--- config.mk ---
export PLATFORM = sky130hd
export DESIGN_NAME = epoch_to_calendar_date_unit
export DESIGN_NICKNAME = d
export VERILOG_FILES = /design/src/hw/rtl/ecd_pkg.sv /design/src/hw/rtl/epoch_to_calendar_date_unit.sv /design/src/hw/rtl/ecd_pipe_ctrl.sv /design/src/hw/rtl/ecd_day_split.sv /design/src/hw/rtl/ecd_tod_split.sv /design/src/hw/rtl/ecd_date_calc.sv
export SDC_FILE = /design/constraint.sdc
export NUM_CORES = 2
export LEC_CHECK = 0
export ABC_CLOCK_PERIOD_IN_PS = 9860
export CAP_MARGIN = 20
export CORE_UTILIZATION = 55
export DETAILED_ROUTE_END_ITERATION = 12
export DONT_BUFFER_PORTS = 1
export PLACE_DENSITY_LB_ADDON = 0.2
export RECOVER_POWER = 25
export SLEW_MARGIN = 5
export SYNTH_ARGS = -nofsm -noshare
export SYNTH_HDL_FRONTEND = slang
export SYNTH_SLANG_ARGS = --single-unit
--- constraint.sdc ---
create_clock -name clk -period 9.86 [get_ports clk]
set_input_delay 2.465 -clock clk [delete_from_list [all_inputs] [get_ports clk]]
set_output_delay 2.465 -clock clk [all_outputs]
set_load 0.01 [all_outputs]
--- src/hw/rtl/ecd_pkg.sv ---
`timescale 1ns / 1ps
// ----------------------------------------------------------------------------
// ecd_pkg: shared types and constants for the epoch to calendar date unit
// Stage count, pipeline control struct, reciprocal multipliers for the
// constant divisions and the month start table.
// ----------------------------------------------------------------------------
package ecd_pkg;

  localparam int unsigned STAGES = 8;

  typedef struct packed {
    logic [STAGES-1:0] ld;
    logic [STAGES-1:0] vld;
  } ecd_ctl_t;

  typedef struct packed {
    logic [4:0] hour;
    logic [5:0] minute;
    logic [5:0] second;
  } ecd_tod_t;

  localparam logic [31:0] SEC_PER_DAY = 32'd86400;
  localparam logic [21:0] JDN_EPOCH   = 22'd2440588;
  localparam logic [21:0] JDN_BIAS    = 22'd32044;
  localparam logic [23:0] DAYS_400Y   = 24'd146097;
  localparam logic [17:0] DAYS_4Y     = 18'd1461;
  localparam logic [15:0] YEAR_BIAS   = 16'd6800;

  // ceil(2^k / d) reciprocals, exact over the operand range in use
  localparam longint unsigned DAY_MUL_L = ((64'd1 << 35) + 64'd674) / 64'd675;
  localparam longint unsigned MIN_MUL_L = ((64'd1 << 23) + 64'd59) / 64'd60;
  localparam longint unsigned HR_MUL_L  = ((64'd1 << 17) + 64'd59) / 64'd60;
  localparam longint unsigned WK_MUL_L  = ((64'd1 << 25) + 64'd6) / 64'd7;
  localparam longint unsigned CEN_MUL_L = ((64'd1 << 42) + 64'd146096) / 64'd146097;
  localparam longint unsigned YR_MUL_L  = ((64'd1 << 30) + 64'd1460) / 64'd1461;
  localparam longint unsigned MON_MUL_L = ((64'd1 << 19) + 64'd152) / 64'd153;

  localparam logic [50:0] DAY_MUL = 51'(DAY_MUL_L);
  localparam logic [34:0] MIN_MUL = 35'(MIN_MUL_L);
  localparam logic [22:0] HR_MUL  = 23'(HR_MUL_L);
  localparam logic [44:0] WK_MUL  = 45'(WK_MUL_L);
  localparam logic [48:0] CEN_MUL = 49'(CEN_MUL_L);
  localparam logic [38:0] YR_MUL  = 39'(YR_MUL_L);
  localparam logic [22:0] MON_MUL = 23'(MON_MUL_L);

  // days from March 1 to the start of month m (March based)
  function automatic logic [8:0] month_start(input logic [3:0] m);
    logic [8:0] res;
    unique case (m)
      4'd0:    res = 9'd0;
      4'd1:    res = 9'd31;
      4'd2:    res = 9'd61;
      4'd3:    res = 9'd92;
      4'd4:    res = 9'd122;
      4'd5:    res = 9'd153;
      4'd6:    res = 9'd184;
      4'd7:    res = 9'd214;
      4'd8:    res = 9'd245;
      4'd9:    res = 9'd275;
      4'd10:   res = 9'd306;
      4'd11:   res = 9'd337;
      default: res = 9'd0;
    endcase
    return res;
  endfunction

endpackage

--- src/hw/rtl/epoch_to_calendar_date_unit.sv ---
`timescale 1ns / 1ps
// ----------------------------------------------------------------------------
// epoch_to_calendar_date_unit: epoch seconds to Gregorian date and time
// Eight-stage pipeline: day split, then time-of-day and Julian-day paths
// side by side.
// ----------------------------------------------------------------------------
//  channel | handshake            | payload
//  --------+----------------------+----------------------------------------
//  in      | in_valid / in_stall  | in_epoch_seconds
//  out     | out_valid / out_stall| out_year_since_2000 .. out_second_of_minute
//
//  out_valid rises once an accepted item has passed all eight register stages;
//  one item per cycle while out_stall is low.
//  Each stage puts at most one reciprocal multiply on any path.
//  Synchronous active-low reset empties the pipeline; no payload reset.
//  out_stall holds the last stage; earlier stages keep filling bubbles,
//  so in_stall rises only when all eight stages hold an item.
// ----------------------------------------------------------------------------
module epoch_to_calendar_date_unit (
  input  logic              clk,
  input  logic              rst_n,
  input  logic              in_valid,
  output logic              in_stall,
  input  logic [31:0]       in_epoch_seconds,
  output logic              out_valid,
  input  logic              out_stall,
  output logic signed [7:0] out_year_since_2000,
  output logic [3:0]        out_month_number,
  output logic [4:0]        out_day_of_month,
  output logic [2:0]        out_weekday,
  output logic [4:0]        out_hour_of_day,
  output logic [5:0]        out_minute_of_hour,
  output logic [5:0]        out_second_of_minute
);

  ecd_pkg::ecd_ctl_t ctl;
  ecd_pkg::ecd_tod_t hms;
  logic [15:0]       days;
  logic [16:0]       tod;
  logic [7:0]        year;

  ecd_pipe_ctrl u_ctrl (
    .clk       (clk),
    .rst_n     (rst_n),
    .in_valid  (in_valid),
    .out_stall (out_stall),
    .in_stall  (in_stall),
    .ctl       (ctl)
  );

  ecd_day_split u_day (
    .clk  (clk),
    .ctl  (ctl),
    .secs (in_epoch_seconds),
    .days (days),
    .tod  (tod)
  );

  ecd_tod_split u_tod (
    .clk (clk),
    .ctl (ctl),
    .tod (tod),
    .hms (hms)
  );

  ecd_date_calc u_date (
    .clk   (clk),
    .ctl   (ctl),
    .days  (days),
    .year  (year),
    .month (out_month_number),
    .mday  (out_day_of_month),
    .wday  (out_weekday)
  );

  assign out_valid            = ctl.vld[ecd_pkg::STAGES-1];
  assign out_year_since_2000  = year;
  assign out_hour_of_day      = hms.hour;
  assign out_minute_of_hour   = hms.minute;
  assign out_second_of_minute = hms.second;

  a_stall_full : assert property (@(posedge clk) disable iff (!rst_n)
    in_stall |-> (&ctl.vld))
    else $error("input stalled with an empty stage");

  a_occupancy : assert property (@(posedge clk) disable iff (!rst_n)
    rst_n |=> ($countones(ctl.vld) == $countones($past(ctl.vld))
               + int'($past(in_valid && !in_stall))
               - int'($past(out_valid && !out_stall))))
    else $error("pipeline lost or duplicated an item");

  a_month_range : assert property (@(posedge clk) disable iff (!rst_n)
    out_valid |-> (out_month_number >= 4'd1 && out_month_number <= 4'd12
                   && out_day_of_month != 5'd0))
    else $error("month or day out of range");

  a_time_range : assert property (@(posedge clk) disable iff (!rst_n)
    out_valid |-> (out_weekday <= 3'd6 && out_hour_of_day <= 5'd23
                   && out_minute_of_hour <= 6'd59 && out_second_of_minute <= 6'd59))
    else $error("weekday or time of day out of range");

endmodule

--- src/hw/rtl/ecd_pipe_ctrl.sv ---
`timescale 1ns / 1ps
// ----------------------------------------------------------------------------
// ecd_pipe_ctrl: valid tracking and stage load enables
// Each stage advances when empty or when the stage after it advances.
// ----------------------------------------------------------------------------
module ecd_pipe_ctrl (
  input  logic             clk,
  input  logic             rst_n,
  input  logic             in_valid,
  input  logic             out_stall,
  output logic             in_stall,
  output ecd_pkg::ecd_ctl_t ctl
);

  localparam int unsigned S = ecd_pkg::STAGES;

  logic [S-1:0] vld_r;
  logic [S-1:0] vld_nxt;
  logic [S-1:0] adv;

  always_comb begin
    adv[S-1] = !vld_r[S-1] || !out_stall;
    for (int i = S - 2; i >= 0; i--) begin
      adv[i] = !vld_r[i] || adv[i+1];
    end
    vld_nxt[0] = adv[0] ? in_valid : vld_r[0];
    for (int i = 1; i < S; i++) begin
      vld_nxt[i] = adv[i] ? vld_r[i-1] : vld_r[i];
    end
  end

  always_ff @(posedge clk) begin
    if (!rst_n) begin
      vld_r <= '0;
    end else begin
      vld_r <= vld_nxt;
    end
  end

  assign in_stall = !adv[0];
  assign ctl.ld   = adv & {vld_r[S-2:0], in_valid};
  assign ctl.vld  = vld_r;

endmodule

--- src/hw/rtl/ecd_day_split.sv ---
`timescale 1ns / 1ps
// ----------------------------------------------------------------------------
// ecd_day_split: whole days and seconds of day
// Stage 1 divides by 86400 through a reciprocal multiply, stage 2 forms
// the remainder.
// ----------------------------------------------------------------------------
module ecd_day_split (
  input  logic              clk,
  input  ecd_pkg::ecd_ctl_t ctl,
  input  logic [31:0]       secs,
  output logic [15:0]       days,
  output logic [16:0]       tod
);

  logic [50:0] day_prod;
  logic [15:0] days1_nxt;
  logic [15:0] days1_r;
  logic [31:0] secs1_r;
  logic [31:0] tod_full;
  logic [16:0] tod2_nxt;
  logic [16:0] tod2_r;
  logic [15:0] days2_r;

  assign day_prod  = {26'd0, secs[31:7]} * ecd_pkg::DAY_MUL;
  assign days1_nxt = day_prod[50:35];

  assign tod_full = secs1_r - {16'd0, days1_r} * ecd_pkg::SEC_PER_DAY;
  assign tod2_nxt = tod_full[16:0];

  always_ff @(posedge clk) begin
    if (ctl.ld[0]) begin
      days1_r <= days1_nxt;
      secs1_r <= secs;
    end
    if (ctl.ld[1]) begin
      days2_r <= days1_r;
      tod2_r  <= tod2_nxt;
    end
  end

  assign days = days2_r;
  assign tod  = tod2_r;

endmodule

--- src/hw/rtl/ecd_tod_split.sv ---
`timescale 1ns / 1ps
// ----------------------------------------------------------------------------
// ecd_tod_split: hour, minute and second from seconds of day
// Divide by 60 twice, then delay to line up with the date path.
// ----------------------------------------------------------------------------
module ecd_tod_split (
  input  logic              clk,
  input  ecd_pkg::ecd_ctl_t ctl,
  input  logic [16:0]       tod,
  output ecd_pkg::ecd_tod_t hms
);

  logic [34:0] min_prod;
  logic [10:0] mins3_nxt;
  logic [10:0] mins3_r;
  logic [16:0] tod3_r;

  logic [16:0] sec_full;
  logic [22:0] hr_prod;
  logic [5:0]  sec4_nxt;
  logic [4:0]  hour4_nxt;
  logic [5:0]  sec4_r;
  logic [4:0]  hour4_r;
  logic [10:0] mins4_r;

  logic [10:0]       min_full;
  ecd_pkg::ecd_tod_t tod5_nxt;
  ecd_pkg::ecd_tod_t tod5_r;
  ecd_pkg::ecd_tod_t tdl_r [3];

  assign min_prod  = {18'd0, tod} * ecd_pkg::MIN_MUL;
  assign mins3_nxt = min_prod[33:23];

  assign sec_full  = tod3_r - {6'd0, mins3_r} * 17'd60;
  assign sec4_nxt  = sec_full[5:0];
  assign hr_prod   = {12'd0, mins3_r} * ecd_pkg::HR_MUL;
  assign hour4_nxt = hr_prod[21:17];

  assign min_full = mins4_r - {6'd0, hour4_r} * 11'd60;
  always_comb begin
    tod5_nxt.hour   = hour4_r;
    tod5_nxt.minute = min_full[5:0];
    tod5_nxt.second = sec4_r;
  end

  always_ff @(posedge clk) begin
    if (ctl.ld[2]) begin
      mins3_r <= mins3_nxt;
      tod3_r  <= tod;
    end
    if (ctl.ld[3]) begin
      sec4_r  <= sec4_nxt;
      hour4_r <= hour4_nxt;
      mins4_r <= mins3_r;
    end
    if (ctl.ld[4]) begin
      tod5_r <= tod5_nxt;
    end
    if (ctl.ld[5]) begin
      tdl_r[0] <= tod5_r;
    end
    if (ctl.ld[6]) begin
      tdl_r[1] <= tdl_r[0];
    end
    if (ctl.ld[7]) begin
      tdl_r[2] <= tdl_r[1];
    end
  end

  assign hms = tdl_r[2];

endmodule

--- src/hw/rtl/ecd_date_calc.sv ---
`timescale 1ns / 1ps
// ----------------------------------------------------------------------------
// ecd_date_calc: Julian day number to Gregorian date and weekday
// Six stages: 400-year cycle, 4-year cycle, day of year, month, then
// final date assembly.
// ----------------------------------------------------------------------------
module ecd_date_calc (
  input  logic              clk,
  input  ecd_pkg::ecd_ctl_t ctl,
  input  logic [15:0]       days,
  output logic [7:0]        year,
  output logic [3:0]        month,
  output logic [4:0]        mday,
  output logic [2:0]        wday
);

  // stage 3
  logic [21:0] jdn;
  logic [21:0] a_val;
  logic [44:0] wk_prod;
  logic [48:0] cen_prod;
  logic [21:0] jdn3_r;
  logic [21:0] a3_r;
  logic [18:0] q7_3_r;
  logic [6:0]  b3_r;

  // stage 4
  logic [21:0] dow_full;
  logic [23:0] cen_days;
  logic [21:0] c_full;
  logic [2:0]  dow4_r;
  logic [16:0] c4_r;
  logic [6:0]  b4_r;

  // stage 5
  logic [38:0] yr_prod;
  logic [6:0]  d5_nxt;
  logic [6:0]  d5_r;
  logic [16:0] c5_r;
  logic [6:0]  b5_r;
  logic [2:0]  dow5_r;

  // stage 6
  logic [17:0] yr_days;
  logic [16:0] e_full;
  logic [8:0]  e6_r;
  logic [6:0]  d6_r;
  logic [6:0]  b6_r;
  logic [2:0]  dow6_r;

  // stage 7
  logic [10:0] e5x;
  logic [22:0] mon_prod;
  logic [3:0]  m7_r;
  logic [8:0]  e7_r;
  logic [6:0]  d7_r;
  logic [6:0]  b7_r;
  logic [2:0]  dow7_r;

  // stage 8
  logic        late;
  logic [8:0]  mday_full;
  logic [15:0] year_full;
  logic [7:0]  year_nxt;
  logic [3:0]  month_nxt;
  logic [7:0]  year8_r;
  logic [3:0]  month8_r;
  logic [4:0]  mday8_r;
  logic [2:0]  dow8_r;

  assign jdn      = {6'd0, days} + ecd_pkg::JDN_EPOCH;
  assign a_val    = jdn + ecd_pkg::JDN_BIAS;
  assign wk_prod  = {23'd0, jdn} * ecd_pkg::WK_MUL;
  assign cen_prod = {25'd0, a_val, 2'b11} * ecd_pkg::CEN_MUL;

  assign dow_full = jdn3_r - {3'd0, q7_3_r} * 22'd7;
  assign cen_days = {17'd0, b3_r} * ecd_pkg::DAYS_400Y;
  assign c_full   = a3_r - cen_days[23:2];

  assign yr_prod = {20'd0, c4_r, 2'b11} * ecd_pkg::YR_MUL;
  assign d5_nxt  = yr_prod[36:30];

  assign yr_days = {11'd0, d5_r} * ecd_pkg::DAYS_4Y;
  assign e_full  = c5_r - {1'b0, yr_days[17:2]};

  assign e5x      = {2'd0, e6_r} * 11'd5 + 11'd2;
  assign mon_prod = {12'd0, e5x} * ecd_pkg::MON_MUL;

  assign late      = (m7_r >= 4'd10);
  assign mday_full = e7_r - ecd_pkg::month_start(m7_r) + 9'd1;
  assign month_nxt = late ? (m7_r - 4'd9) : (m7_r + 4'd3);
  assign year_full = {9'd0, b7_r} * 16'd100 + {9'd0, d7_r} + {15'd0, late}
                     - ecd_pkg::YEAR_BIAS;
  assign year_nxt  = year_full[7:0];

  always_ff @(posedge clk) begin
    if (ctl.ld[2]) begin
      jdn3_r <= jdn;
      a3_r   <= a_val;
      q7_3_r <= wk_prod[43:25];
      b3_r   <= cen_prod[48:42];
    end
    if (ctl.ld[3]) begin
      dow4_r <= dow_full[2:0];
      c4_r   <= c_full[16:0];
      b4_r   <= b3_r;
    end
    if (ctl.ld[4]) begin
      d5_r   <= d5_nxt;
      c5_r   <= c4_r;
      b5_r   <= b4_r;
      dow5_r <= dow4_r;
    end
    if (ctl.ld[5]) begin
      e6_r   <= e_full[8:0];
      d6_r   <= d5_r;
      b6_r   <= b5_r;
      dow6_r <= dow5_r;
    end
    if (ctl.ld[6]) begin
      m7_r   <= mon_prod[22:19];
      e7_r   <= e6_r;
      d7_r   <= d6_r;
      b7_r   <= b6_r;
      dow7_r <= dow6_r;
    end
    if (ctl.ld[7]) begin
      year8_r  <= year_nxt;
      month8_r <= month_nxt;
      mday8_r  <= mday_full[4:0];
      dow8_r   <= dow7_r;
    end
  end

  assign year  = year8_r;
  assign month = month8_r;
  assign mday  = mday8_r;
  assign wday  = dow8_r;

endmodule
==> impl_metrics.csv <==
group,metric,value,unit
sta,period_needed,9100,ps
worst_setup_path,arrival,9410,ps
global_routing,grt_usage,23.2,%
sta,maxSlewHeadroom,21.8,%
sta,worst_slew_pin_slew,1170,ps
status,status,"finished with violations",
placed_design,dp.final_hpwl,86400,um
synth,ys_seq_area_share,19.9,%
routing,vias,29300,
clock_network,path_clk_slew,60,ps
flow_run,cap_violations,0,
routing,ant_nets,0,
sta,rsz0062_at_grt,"no",
clock_network,clock_latency,580,ps
synth,synth-edff-count,317,
cells_and_area,area_growth,5.79,%
worst_setup_path,required,10170,ps
sta,drv_slew,0,
global_routing,overflow,0,
clock_network,clkSinkCount,330,
routing,first_iter_violations,1161,
cells_and_area,drive_gt1_share,2.77,%
global_routing,antenna_found_initial,1,
floorplan,die_w,301,um
placed_design,port_buffers,0,
sta,setup_violations,0,
cells_and_area,nNetsFinal,6354,
synth,syn_area_per_cell,11.1,um^2
worst_hold_path,hold_path.class,"flip-flop to flip-flop",
synth,ys_ff_latch,330,
worst_setup_path,crit_path_start,"u_day.days[2]",
cells_and_area,final_util,58.8,%
clock_network,clk_path_buf_depth,3,
sta,hold_violations,0,
floorplan,dieArea,90700,um^2
synth,synth_commonest_cells,"inv_1, ha_1, fa_1",
placed_design,gp_congestion,0.930,
synth,synth_top_area_share,29.6,%
sta,finalCritPeriodShare,92.3,%
cells_and_area,diodes,0,
synth,yosys_warnings,0,
floorplan,die_h,301,um
clock_network,root_buffer,"clkbuf_16",
sta,fin_skew,23.6,ps
synth,synthCells,4440,
global_routing,grt_max_degree,46,
global_routing,grt_pass1_wl,165000,um
routing,drc,15,
synth,synth_top_area_cell,"ha_1",
global_routing,grt_pass1_vias,31800,
routing,firstDrtPassIters,9,
worst_hold_path,worstHoldStart,"u_tod.tod5_r[7]",
worst_setup_path,path_class,"flip-flop to flip-flop",
floorplan,ios,75,
clock_network,htree_levels,2,
status,violations,"DRC",
synth,ys_types,82,
cells_and_area,stdcell_count,5682,
synth,synthTopCellsByArea,"ha_1, fa_1, edfxtp_1",
worst_setup_path,cp_slowest_stage_delay,550,ps
synth,async_flop_share,0,%
worst_setup_path,crit_path_end_kind,"flip-flop",
sta,setup_tns,0,ps
clock_network,cts_tree,"done",
sta,fmax,110,MHz
floorplan,core,88500,um^2
floorplan,start_util,55.6,%
worst_setup_path,cpMaxStageDelayCell,"edfxtp_1",
cells_and_area,fill_cells,7356,
worst_setup_path,reg2reg_from,"u_day.days[2]",
worst_setup_path,crit_fanout,8,
routing,wl_per_cell,17.4,um
worst_setup_path,start_kind,"flip-flop",
routing,finalWirelength,99100,um
synth,syn_area,49200,um^2
synth,synth_flop_cell,"edfxtp_1",
floorplan,rows,109,
synth,synth_most_common_cell,"inv_1",
placed_design,dp_cells,5609,
routing,viasPerCell,5.16,
worst_setup_path,cpMostUsedCell,"inv_1",
clock_network,cts_buffers,39,
-- repair_timing --
action | CTS | global route
gates resized for setup | 0 | 1
endpoints found under the setup margin | 0 | 3
setup buffers | 0 | 0
hold buffers | 0 | 0
-- layout make-up --
cell class                 instances  area, um^2  area share [%]
multi-input combinational       2803       34500            66.3
sequential                       330        9780            18.8
inverter                        1295        4860            9.34
tap                             1165        1460            2.80
clock buffer                      44         995            1.91
clock inverter                    25         262           0.502
timing repair buffer              20         184           0.353
-- sequential cells by signal (all words and copies together) (netlist names), 11 cells and up, named ones only --
signal and count:
u_day.secs1_r 17, u_day.days 16, u_tod.tod5_r 17, u_tod.mins3_r 11
u_day.days1_r 16, u_date.a3_r 17, u_date.c4_r 17, u_tod.tdl_r 51
u_day.tod 17
-- critical path: cells and delay by family (launching register included) --
family	cells	cell delay, ps
AOI/OAI and AO/OA	12	2870
xor gates and xnor gates	3	560
and+or+nand+nor	2	420
DFF	1	550
adders and majority gates	10	3770
buffers and inverters	7	680
-- worst paths after layout --
check                      end  depth (start not counted)  slack, ps
min          u_tod.tdl_r[0][7]                          0        410
min reg2reg  u_tod.tdl_r[0][7]                          0        410
max             u_date.b3_r[6]                         34        760
max reg2reg     u_date.b3_r[6]                         34        760
-- metrics by stage --
step | hold WS, ps | worst slack [ps] | cell area, um^2
final | 410 | 758 | 52100
after global routing | 404 | 65.5 | 52100
after CTS | 406 | 542 | 52000
after detailed placement | 405 | 634 | 50700
after global placement | 400 | 660 | 50700
after floorplan | 400 | 1280 | 49200
-- kinds of logic after synthesis --
group           after synthesis  share of synthesized area, %
other cells                   2                        0.0153
fa+ha+maj                  1829                          56.7
buf+inv                    1317                          10.2
compound gates              385                          5.15
mux                           6                         0.125
simple gates                331                          3.43
xor+xnor                    240                          4.53
flops                       330                          19.9
-- layer usage --
| layer | GRT usage (%) | wire (um) |
|---|---|---|
| met1 | 30.7 | 44700 |
| met3 | 2.13 | 3000 |
| met2 | 41.2 | 49100 |
| met4 | 5.21 | 2330 |
| met5 | 0 | 12 |
-- placed cells by master (no fill, tap or decap), types with 6 or more instances in the layout --
master / synthesis / final
nand2_1: 68 / 68
a2111oi_0: 9 / 9
nand3_1: 31 / 31
nor3_1: 33 / 33
a31oi_1: 18 / 17
clkbuf_1: 3 / 8
edfxtp_1: 317 / 317
nor2b_1: 18 / 15
o21bai_1: 16 / 16
clkinv_1: 0 / 9
nand2b_1: 18 / 18
o21ai_0: 59 / 59
o21a_1: 24 / 24
fa_1: 666 / 666
dfxtp_1: 13 / 13
conb_1: 2 / 12
xor2_1: 66 / 66
a21oi_1: 124 / 124
o211ai_1: 9 / 9
a21o_1: 47 / 47
or2_2: 13 / 13
and2_1: 9 / 9
nand4_1: 17 / 17
ha_1: 1163 / 1163
inv_1: 1292 / 1291
and3_1: 17 / 17
buf_4: 18 / 14
xnor2_1: 163 / 163
a211oi_1: 13 / 13
or3_1: 6 / 6
nor2_1: 76 / 76
clkbuf_16: 0 / 39
Power is left out: the tool's default activity adds up to more than one toggle a clock period on the data nets, which glitch-free logic cannot reach.
